$ cat src/rtl/rcpwm_pkg.sv
// ----------------------------------------------------------------------------
// RC PWM decoder package
// Shared constants, types and the pulse-width mapping function.
// ----------------------------------------------------------------------------
package rcpwm_pkg;

    localparam int CNT_W   = 17;
    localparam int CMD_W   = 11;
    localparam int ACT_W   = 8;
    localparam int TICKS_W = 16;
    localparam int MAXP_W  = 8;
    localparam int CFG_W   = 16;
    localparam int IDX_W   = 2;

    // configuration register indexes
    localparam logic [IDX_W-1:0] REG_TIMEOUT_EN   = 2'd0;
    localparam logic [IDX_W-1:0] REG_TIMEOUT_TICK = 2'd1;
    localparam logic [IDX_W-1:0] REG_MAX_PULSE    = 2'd2;

    localparam logic [TICKS_W-1:0] TIMEOUT_TICKS_RST = 16'd16000;
    localparam logic [MAXP_W-1:0]  MAX_PULSE_RST     = 8'd64;

    localparam logic [14:0]        TICK_SCALE    = 15'd75;
    localparam logic signed [15:0] CENTER_OFFSET = 16'sd3600;
    localparam logic signed [15:0] CMD_LIMIT     = 16'sd1000;
    localparam logic signed [CMD_W-1:0] DEADBAND = 11'sd50;
    localparam logic [ACT_W-1:0]   ACTUATOR_ON   = 8'd250;

    typedef struct packed {
        logic accept;   // item taken this cycle
        logic lost;     // timeout fired: clear the counter
        logic zero;     // timeout with zeroing enabled: clear the command
    } t_chan_ctl;

    typedef struct packed {
        logic                    fall;       // valid pulse ended this item
        logic signed [CMD_W-1:0] cmd;        // command mapped from this pulse
        logic [CNT_W-1:0]        count_adv;  // counter after edge handling and advance
    } t_chan_sts;

    // width in ticks -> clamp(count*75 - 3600, -1000, 1000)
    function automatic logic signed [CMD_W-1:0] pulse_to_cmd(input logic [MAXP_W-1:0] count);
        logic [14:0]        prod;
        logic signed [15:0] v;
        prod = 15'(count) * TICK_SCALE;
        v    = $signed({1'b0, prod}) - CENTER_OFFSET;
        if (v > CMD_LIMIT) begin
            v = CMD_LIMIT;
        end else if (v < -CMD_LIMIT) begin
            v = -CMD_LIMIT;
        end
        return v[CMD_W-1:0];
    endfunction

endpackage

$ cat src/rtl/rc_pwm_two_channel_decoder.sv
// ----------------------------------------------------------------------------
// RC PWM two-channel decoder
// Decodes speed and steer servo pulses sampled once per tick into signed
// commands, drives the actuator level, keep-alive and signal-loss flags.
// ----------------------------------------------------------------------------
//
//  channel   | handshake                | payload
//  ----------+--------------------------+------------------------------------
//  input     | i_in_valid / o_in_ready  | i_speed_pin, i_steer_pin
//  result    | o_out_valid / i_out_ready| o_speed_cmd, o_steer_cmd,
//            |                          | o_actuator_cmd, o_keepalive_pulse,
//            |                          | o_signal_lost
//  config    | i_cfg_we (no wait)       | i_cfg_idx, i_cfg_data
//
// One item per cycle while the result slot frees up: the result of a tick
// sample appears in the result register in the cycle after it is accepted.
// The throughput is set by the single pass from the channel state through
// edge handling, the 17-bit counter compare and the small pulse multiply.
// A new item is taken whenever the result register is empty or being taken.
// Reset (synchronous, active low) clears counters, commands and the result
// register, and loads the configuration defaults.
//
module rc_pwm_two_channel_decoder
    import rcpwm_pkg::*;
(
    input  logic                    i_clk,
    input  logic                    i_rst_n,

    input  logic                    i_in_valid,
    output logic                    o_in_ready,
    input  logic                    i_speed_pin,
    input  logic                    i_steer_pin,

    output logic                    o_out_valid,
    input  logic                    i_out_ready,
    output logic signed [CMD_W-1:0] o_speed_cmd,
    output logic signed [CMD_W-1:0] o_steer_cmd,
    output logic [ACT_W-1:0]        o_actuator_cmd,
    output logic                    o_keepalive_pulse,
    output logic                    o_signal_lost,

    input  logic                    i_cfg_we,
    input  logic [IDX_W-1:0]        i_cfg_idx,
    input  logic [CFG_W-1:0]        i_cfg_data
);

    // configuration
    logic               r_timeout_en;
    logic [TICKS_W-1:0] r_timeout_ticks;
    logic [MAXP_W-1:0]  r_max_pulse;

    // result register control and flags
    logic             r_out_valid;
    logic             r_keepalive;
    logic             r_lost;
    logic [ACT_W-1:0] r_actuator;
    logic [ACT_W-1:0] n_actuator;

    logic      accept;
    logic      lost;
    t_chan_ctl chan_ctl;
    t_chan_sts speed_sts;
    t_chan_sts steer_sts;

    // take a new item whenever the result slot frees up this cycle
    assign o_in_ready = !r_out_valid || i_out_ready;
    assign accept     = i_in_valid && o_in_ready;

    // timeout looks at both counters after they advance
    assign lost = (speed_sts.count_adv > {1'b0, r_timeout_ticks})
               || (steer_sts.count_adv > {1'b0, r_timeout_ticks});

    always_comb begin
        chan_ctl.accept = accept;
        chan_ctl.lost   = lost;
        chan_ctl.zero   = lost && r_timeout_en;
    end

    rcpwm_channel u_speed (
        .i_clk       (i_clk),
        .i_rst_n     (i_rst_n),
        .i_pin       (i_speed_pin),
        .i_negate    (1'b0),
        .i_max_pulse (r_max_pulse),
        .i_ctl       (chan_ctl),
        .o_sts       (speed_sts),
        .o_value     (o_speed_cmd)
    );

    // steer uses the mirrored mapping
    rcpwm_channel u_steer (
        .i_clk       (i_clk),
        .i_rst_n     (i_rst_n),
        .i_pin       (i_steer_pin),
        .i_negate    (1'b1),
        .i_max_pulse (r_max_pulse),
        .i_ctl       (chan_ctl),
        .o_sts       (steer_sts),
        .o_value     (o_steer_cmd)
    );

    // actuator follows each speed update, dropped with the commands on timeout
    always_comb begin
        if (chan_ctl.zero) begin
            n_actuator = '0;
        end else if (speed_sts.fall) begin
            n_actuator = (speed_sts.cmd > DEADBAND || speed_sts.cmd < -DEADBAND)
                       ? ACTUATOR_ON : '0;
        end else begin
            n_actuator = r_actuator;
        end
    end

    // configuration writes; indexes beyond the list are dropped
    always_ff @(posedge i_clk) begin
        if (!i_rst_n) begin
            r_timeout_en    <= 1'b1;
            r_timeout_ticks <= TIMEOUT_TICKS_RST;
            r_max_pulse     <= MAX_PULSE_RST;
        end else if (i_cfg_we) begin
            case (i_cfg_idx)
                REG_TIMEOUT_EN:   r_timeout_en    <= i_cfg_data[0];
                REG_TIMEOUT_TICK: r_timeout_ticks <= i_cfg_data[TICKS_W-1:0];
                REG_MAX_PULSE:    r_max_pulse     <= i_cfg_data[MAXP_W-1:0];
                default: begin
                end
            endcase
        end
    end

    // result register: load on accept, hold while stalled, drop when taken
    always_ff @(posedge i_clk) begin
        if (!i_rst_n) begin
            r_out_valid <= 1'b0;
            r_keepalive <= 1'b0;
            r_lost      <= 1'b0;
            r_actuator  <= '0;
        end else if (accept) begin
            r_out_valid <= 1'b1;
            r_keepalive <= speed_sts.fall;
            r_lost      <= lost;
            r_actuator  <= n_actuator;
        end else if (i_out_ready) begin
            r_out_valid <= 1'b0;
        end
    end

    assign o_out_valid       = r_out_valid;
    assign o_keepalive_pulse = r_keepalive;
    assign o_signal_lost     = r_lost;
    assign o_actuator_cmd    = r_actuator;

endmodule

$ cat src/rtl/rcpwm_channel.sv
// ----------------------------------------------------------------------------
// RC PWM channel
// Edge detection, tick counter and command register for one PWM pin.
// ----------------------------------------------------------------------------
module rcpwm_channel
    import rcpwm_pkg::*;
(
    input  logic                    i_clk,
    input  logic                    i_rst_n,
    input  logic                    i_pin,
    input  logic                    i_negate,
    input  logic [MAXP_W-1:0]       i_max_pulse,
    input  t_chan_ctl               i_ctl,
    output t_chan_sts               o_sts,
    output logic signed [CMD_W-1:0] o_value
);

    logic                    r_last;
    logic [CNT_W-1:0]        r_count;
    logic signed [CMD_W-1:0] r_value;

    logic                    n_last;
    logic [CNT_W-1:0]        n_count;
    logic signed [CMD_W-1:0] n_value;

    logic                    fall;
    logic                    rise;
    logic signed [CMD_W-1:0] mapped;
    logic [CNT_W-1:0]        count_base;

    // edge handling and status; kept apart from the next-state block so the
    // timeout path through the top level is not a loop
    always_comb begin
        fall       = !i_pin && r_last && (r_count <= {{(CNT_W-MAXP_W){1'b0}}, i_max_pulse});
        rise       = i_pin && !r_last;
        mapped     = pulse_to_cmd(r_count[MAXP_W-1:0]);
        // a locked channel (too-long pulse) keeps its last level high
        n_last     = fall ? 1'b0 : (rise ? 1'b1 : r_last);
        count_base = (fall || rise) ? '0 : r_count;

        o_sts.fall      = fall;
        o_sts.cmd       = i_negate ? CMD_W'(-mapped) : mapped;
        o_sts.count_adv = count_base + CNT_W'(1);
    end

    always_comb begin
        n_count = i_ctl.lost ? '0 : o_sts.count_adv;
        if (i_ctl.zero) begin
            n_value = '0;
        end else if (o_sts.fall) begin
            n_value = o_sts.cmd;
        end else begin
            n_value = r_value;
        end
    end

    always_ff @(posedge i_clk) begin
        if (!i_rst_n) begin
            r_last  <= 1'b0;
            r_count <= '0;
            r_value <= '0;
        end else if (i_ctl.accept) begin
            r_last  <= n_last;
            r_count <= n_count;
            r_value <= n_value;
        end
    end

    assign o_value = r_value;

endmodule

$ cat config.mk
export PLATFORM = sky130hd
export DESIGN_NAME = rc_pwm_two_channel_decoder
export DESIGN_NICKNAME = d
export VERILOG_FILES = /design/src/rtl/rcpwm_pkg.sv /design/src/rtl/rc_pwm_two_channel_decoder.sv /design/src/rtl/rcpwm_channel.sv
export SDC_FILE = /design/constraint.sdc
export NUM_CORES = 1
export LEC_CHECK = 0
export ABC_AREA = 1
export BUFFER_PORTS_ARGS = -buffer_cell sky130_fd_sc_hd__buf_4
export CORE_UTILIZATION = 55
export DETAILED_ROUTE_END_ITERATION = 8
export GPL_TIMING_DRIVEN = 0
export PLACE_DENSITY = 0.81
export SYNTH_ARGS = -nofsm -noshare
export SYNTH_HDL_FRONTEND = slang
export SYNTH_HIERARCHICAL = 1
export SYNTH_SLANG_ARGS = --single-unit
$ cat constraint.sdc
create_clock -name i_clk -period 6.3 [get_ports i_clk]
set_clock_uncertainty 0.15 [all_clocks]
set_input_delay 1.26 -clock i_clk [delete_from_list [all_inputs] [get_ports i_clk]]
set_output_delay 1.26 -clock i_clk [all_outputs]
set_load 0.1 [all_outputs]
# == Yosys cells after proc, flatten, opt, wreduce, memory -nomap -nowiden ==
# Index checks and enable logic that the tools add are counted.
# op_classes
addsub,5
n_eq_ne,2
n_reduce_logical,31
n_mul,2
n_mux,21
magnitude_cmp,10
# op_table
cell,n
11-bit 2-to-1 mux,8
17-bit 2-to-1 mux,4
17-bit by 1-bit adder with 17-bit output (second input constant),2
17-bit by 16-bit > comparator with 1-bit output,2
17-bit by 8-bit <= comparator with 1-bit output,2
16-bit by 11-bit > comparator with 1-bit output (second input constant),2
16-bit by 11-bit less-than comparator with 1-bit output (second input constant),2
15-bit by 12-bit subtractor with 16-bit output (second input constant),2
8-bit by 7-bit multiplier with 15-bit output (second input constant),2
8-bit 2-to-1 mux,3
2-bit AND reduction,7
11-bit by 7-bit > comparator with 1-bit output (second input constant),1
11-bit by 7-bit less-than comparator with 1-bit output (second input constant),1
11-bit negator,1
2-bit nonzero test,5
1-bit logical AND,8
1-bit 2-to-1 mux,6
1-bit logical NOT,5
1-bit logical OR,5
2-bit by 1-bit == test with 1-bit output (second input constant),1
2-bit == test (second input constant),1
2-bit logical NOT,1
# word_totals
reg_bits,94
input_bits,25
output_inout_bits,34

# == Depth between registers and ports, before layout ==
# Gate-level depths: netlist of run 1.
# depth
depth_word,11
depth_mapped,36
mapped_depth_nobuf,35

# == Modules after synthesis ==
# Netlist of run 1, hierarchy kept.
# by_module_without_submodules
module,cells_each,area_each_um2,n_inst
rcpwm_channel at u_speed,602,3781.1,1
rcpwm_channel at u_steer,606,3732.3,1
rc_pwm_two_channel_decoder,294,2049.5,1

# == Worst setup path before layout of run 1 ==
# No wires, ideal clock.
# synth_timing
kind,input to register
start,input port i_speed_pin
end,register u_speed.r_value[7] (netlist: u_speed/o_value[7])
required_time_ns,6.080
t_arrival_ns,4.522
slack_ns,1.557
path_stages,29
path_cell_list,inv_1 nor2_1 inv_1 nand2_1 buf_2 nor2_1 ha_1 nand2_1 nor2_1 nand3_1 inv_1 nand3_1 and2_1 ha_1 nand2_2 nor3_2 nand2_1 nor2_1 nor2_1 nand2_1 nand2_2 a21boi_0 inv_1 a21oi_1 nand2_1 inv_1 buf_2 nand3_1 a21oi_1
# synth_rtl
element,line_no,source
"start, declared",rc_pwm_two_channel_decoder.sv:31,"input logic i_speed_pin,"
"end signal, assigned",rcpwm_channel.sv:65,r_value <= n_value;
"end, declared",rcpwm_channel.sv:20,logic signed [CMD_W-1:0] r_value;

==> results_dict.tcl, run 1 <==
set metrics [dict create \
    power.leakage_nw 5.66 \
    power.total_mw 1.45 \
    fin_crit_sh_pct 91.1 \
    cts_buffer_depth 2 \
    netlist_area_mm2 0.00952 \
    arrival_ns 5.86 \
    dp_hpwl_um 20000 \
    antenna_left 0 \
    end_kind "register" \
    syn2layout_area_growth_pct 10.9 \
    r2r_setup_slack_ns 0.56 \
    rsz0062_at_grt "false" \
    port_buffers 56 \
    clock_latency_ns 0.35 \
    wl_um 24800 \
    core_area_mm2 0.0168 \
    drt-pass1-iter-count 7 \
    yosysWarnings 6 \
    drt_iter0_markers 733 \
    cts_buffers 9 \
    synthCells 1491 \
    antenna_cells 0 \
    cts_tree "built" \
    multiInputGateArea_mm2 0.00662 \
    grt_pass1_wl_um 41200 \
    grt_max_degree 17 \
    wl_per_cell_um 13.9 \
    slew_violations 0 \
    antenna_found_initial 0 \
    gr-total-overflow 0 \
    finalWeightedCongestion 1.04 \
    maxCapViolations 0 \
    fmax_mhz 174 \
    post_synth.cell_area_avg_um2 6.38 \
    design_area_mm2 0.0106 \
    cts.sinks 87 \
    ioPinCount 59 \
    cts_setup_buffers 0 \
    min_path_cells 2 \
    min_period_ns 5.74 \
    die_area_mm2 0.0178 \
    num-fill-cells 1567 \
    reg2reg_depth 30 \
    relSlewSlack_pct 60.4 \
    tns_ns 0 \
    placed_area_mm2 0.0102 \
    rows 47 \
    cp.required_ns 6.43 \
    initial_core_util_pct 56.8 \
    hp-class "reg2reg" \
    setup_viol 0 \
    worstSetupPathType "reg2reg" \
    vias_per_cell 5.40 \
    track_usage_pct 28.6 \
    peakVddDrop_v 0.000130 \
    cts_max_level 3 \
    crit_top_cell "nand2_1" \
    worstHoldStart "u_steer/o_value[6]$_SDFFE_PN0P_" \
    die_h_um 134 \
    crit_slowest_cell "nor2_1" \
    routed-via-count 9666 \
    grt_pass1_vias 8958 \
    start_kind "register" \
    drc 0 \
    r2r_end "u_speed/r_count[7]$_SDFFE_PN0P_" \
    ff_latch_area_mm2 0.00174 \
    hold_viol_final 0 \
    tightest_slew_ns 0.592 \
    critPathMaxFanout 10 \
    timing.rr.start "u_speed/r_count[0]$_SDFFE_PN0P_" \
    crit_path_max_incr_delay_ns 0.48 \
    post_route_cells_drive_above_1_share_pct 10.0 \
    die_x_um 134 \
    pwr_density_cell_mw_per_mm2 137 \
    fin_util_pct 63.0 \
    finalNetCount 1735 \
    cts_root_buf "clkbuf_16" \
    cts.reportedPaths.clkPinSlew_ns 0.07 \
    whs_endpoint "u_steer/o_value[6]$_SDFFE_PN0P_" \
    status "completed" \
]
==> state kept, by name, summed over array words and instances (netlist names) <==
signal and flops:
u_steer/r_last 1, o_out_valid 1, u_steer/o_value 11, u_speed/r_count 17
r_timeout_ticks 16, u_speed/r_last 1, r_max_pulse 8, u_speed/o_value 11
o_keepalive_pulse 1, o_actuator_cmd 1, o_signal_lost 1, r_timeout_en 1
u_steer/r_count 17
==> layout make-up <==
class	count	share of cell area [%]
inverter	259	9.21
tap	220	2.61
timing repair buffer	56	3.98
clock buffer	10	2.26
clock inverter	6	0.735
buffer	38	2.00
sequential	87	16.5
multi-input combinational	1113	62.7
==> power by group <==
part / leakage, nW / switching [mW] / internal (mW)
clock network: 0.153 / 0.248 / 0.325
logic: 4.81 / 0.207 / 0.0931
registers: 0.706 / 0.0115 / 0.564
total: 5.66 / 0.467 / 0.982
==> what timing repair did <==
item                       4_1_cts  5_1_grt
hold buffers                     0        0
gates resized for setup          0        3
setup endpoints to repair        0       30
==> how the worst max path moves through the flow <==
stage,startpoint,endpoint,cells after the start
final,u_speed/r_count[0]$_SDFFE_PN0P_,u_speed/r_count[7]$_SDFFE_PN0P_,30
after global routing,u_speed/r_count[0]$_SDFFE_PN0P_,u_speed/o_value[7]$_SDFFE_PN0P_,33
after CTS,u_speed/r_count[0]$_SDFFE_PN0P_,u_steer/r_count[11]$_SDFFE_PN0P_,30
after detailed placement,i_speed_pin,u_steer/r_count[11]$_SDFFE_PN0P_,27
after global placement,i_speed_pin,u_steer/o_value[8]$_SDFFE_PN0P_,30
after floorplan,i_speed_pin,u_speed/o_value[7]$_SDFFE_PN0P_,29
==> layer usage <==
layer | vias up | track usage [%] | wire [µm]
li1 | 4892 | - | -
met3 | 54 | 3.92 | 1370
met1 | 4437 | 36.4 | 11000
met4 | 0 | 10.6 | 712
met2 | 283 | 48.9 | 11700
met5 | - | 0 | 0
==> worst max-delay path, delay by kind of cell, from the launching register on <==
| kind | cells | cell delay [ns] |
|---|---|---|
| fa+ha+maj | 3 | 0.71 |
| compound gates | 5 | 0.74 |
| flops | 1 | 0.45 |
| simple gates | 17 | 2.52 |
| buf+inv | 5 | 1.10 |
==> layout by cell type, fill, tap and decap left out, types with 10 or more instances in the layout <==
cell type	instances
nand4_1	29
and2_1	12
nor2_1	116
clkbuf_1	17
nand2_1	409
nand3_2	10
a21oi_1	98
nand3_1	142
nor2_2	10
inv_1	253
o21ai_0	27
nand2_2	21
nand3b_1	14
ha_1	120
fa_1	26
buf_4	66
dfxtp_1	86
==> metrics by stage <==
stage | worst slack [ns] | std cells | hold WS, ns
4_1_cts | 0.577 | 1789 | 0.320
2_1_floorplan | 1.56 | 1497 | 0.295
6_report | 0.562 | 1789 | 0.319
3_5_place_dp | 0.404 | 1773 | 0.310
5_1_grt | 0.0371 | 1789 | 0.330
3_3_place_gp | 0.439 | 1773 | 0.304
Note: power is estimated with default switching activity, not from simulation.
==> run 2, diff against run 1 <==
Settings changed: PLACE_DENSITY 0.81 to 0.84.
Clock period 6.3 ns to 5.1 ns, I/O delays scaled along.
==> run 2 against run 1 <==
Critical path depth is 1 higher. Global-route usage hardly changed. Die area stayed put. Power is 31% higher. Clock power is 36% higher. Combinational power is 36% higher. Via count is 3.3% higher. Clock-buffer cell count is 1 lower. Core utilization is 3.9 points higher. First-iteration DRC count is 9.7% higher. Cell count is 1.6% higher. Largest power group is now clock.
==> results_dict.tcl, run 2 (same netlist as run 1, synthesis figures left out) <==
set metrics [dict create \
    num-fill-cells 1419 \
    worstSetupPathType "reg2reg" \
    ioPinCount 59 \
    wl_um 26800 \
    crit_slowest_cell "fa_1" \
    antenna_cells 0 \
    fin_util_pct 66.9 \
    met1_length_um 11300 \
    dp_hpwl_um 20100 \
    rsz0062_at_grt "true" \
    wl_per_cell_um 14.7 \
    cts_max_level 3 \
    crit_path_max_incr_delay_ns 0.55 \
    syn2layout_area_growth_pct 17.8 \
    cp.required_ns 5.21 \
    cts_buffers 9 \
    die_area_mm2 0.0178 \
    cts_tree "built" \
    finalWeightedCongestion 0.974 \
    cts_root_buf "clkbuf_16" \
    ff_latch_area_mm2 0.00178 \
    track_usage_pct 28.6 \
    crit_top_cell "nand2_1" \
    tightest_slew_ns 0.622 \
    core_area_mm2 0.0168 \
    drt-pass1-iter-count 6 \
    min_period_ns 4.88 \
    initial_core_util_pct 56.8 \
    multiInputGateArea_mm2 0.00693 \
    mostFrequentLayoutCells "nand2_1 (398), inv_1 (241), nand3_1 (137)" \
    setup_viol 0 \
    die_h_um 134 \
    hold_viol_final 0 \
    relSlewSlack_pct 58.5 \
    ctsHoldBuffers 0 \
    hp-class "reg2reg" \
    slew_violations 0 \
    fin_crit_sh_pct 95.6 \
    antenna_left 0 \
    start_kind "register" \
    drt_iter0_markers 804 \
    fmax_mhz 205 \
    cts.reportedPaths.clkPinSlew_ns 0.07 \
    power.leakage_nw 5.89 \
    grt_pass1_wl_um 41400 \
    port_buffers 56 \
    end_kind "register" \
    peakVddDrop_v 0.000180 \
    post_route_cells_drive_above_1_share_pct 17.3 \
    cts.sinks 87 \
    r2r_setup_slack_ns 0.22 \
    grt_max_degree 16 \
    met2_length_um 12900 \
    reg_top3 "u_speed/r_count (17), u_steer/r_count (17), r_timeout_ticks (16)" \
    cts_buffer_depth 2 \
    antenna_found_initial 0 \
    drc 0 \
    power.total_mw 1.90 \
    critPathMaxFanout 10 \
    clock_latency_ns 0.36 \
    arrival_ns 4.98 \
    rows 47 \
    maxCapViolations 0 \
    wl_met3_um 1680 \
    pwr_density_cell_mw_per_mm2 169 \
    layout_commonest_cell "nand2_1" \
    status "completed" \
    grt_pass1_vias 9003 \
    tns_ns 0 \
    routed-via-count 9986 \
    routed.top_layer "met4" \
    die_x_um 134 \
    vias_per_cell 5.49 \
    gr-total-overflow 0 \
    finalNetCount 1765 \
]
[run 2: changes by cell type in the layout (fill, tap and decap cells not counted), sizes merged]
cell / previous run / this run
buf: 77 / 109
bufinv: 1 / 3
clkbuf: 27 / 24
clkinv: 3 / 2
clkinvlp: 1 / 3
inv: 260 / 257
[run 2: routing by layer]
layer / vias up / track usage [%]
li1: 4956 / -
met1: 4568 / 36.2
met2: 382 / 49.2
met3: 80 / 3.42
met5: - / 0
met4: 0 / 11.4
[run 2: layout make-up]
class / count / area share, %
clock inverter: 6 / 1.04
buffer: 37 / 2.20
multi-input combinational: 1113 / 61.8
inverter: 259 / 8.80
clock buffer: 9 / 2.01
timing repair buffer: 87 / 5.80
tap: 220 / 2.46
sequential: 87 / 15.9
[run 2: final timing paths]
path                                   startpoint                         endpoint  depth (start not counted)
setup / recovery  u_speed/r_count[0]$_SDFFE_PN0P_   o_actuator_cmd[6]$_SDFFE_PN0P_                         31
hold / removal    u_steer/o_value[9]$_SDFFE_PN0P_  u_steer/o_value[9]$_SDFFE_PN0P_                          2
setup reg to reg  u_speed/r_count[0]$_SDFFE_PN0P_   o_actuator_cmd[6]$_SDFFE_PN0P_                         31
hold reg to reg   u_steer/o_value[9]$_SDFFE_PN0P_  u_steer/o_value[9]$_SDFFE_PN0P_                          2
[run 2: what timing repair did]
action / 4_1_cts / 5_1_grt
endpoints found under the setup margin: 57 / 57
setup buffers: 3 / 26
gates cloned: 0 / 2
pin swaps: 2 / 22
gates resized for setup: 40 / 96
endpoints found under the hold margin: 0 / 0
[run 2: metrics by stage]
stage                     worst slack (ns)  instances  cell area, µm²  hold slack, ns
after floorplan                      0.383       1497            9540           0.295
after global placement              -0.503       1773           10200           0.303
after detailed placement            -0.663       1773           10200           0.305
after CTS                           0.0131       1790           10700           0.316
after global routing                -0.109       1818           11200           0.333
final                                0.222       1818           11200           0.315
[run 2: critical path, delay by kind of cell (launching register included)]
kind	cells	cell delay, ns
adder cells (fa/ha/maj)	4	1.87
flip-flops	1	0.38
AND/OR/NAND/NOR	16	1.36
AO/OA/AOI/OAI	3	0.37
buffers and inverters	8	0.66
[run 2: power by group]
part           switching [mW]  internal (mW)
logic                   0.274          0.136
registers              0.0153          0.695
clock network           0.297          0.481
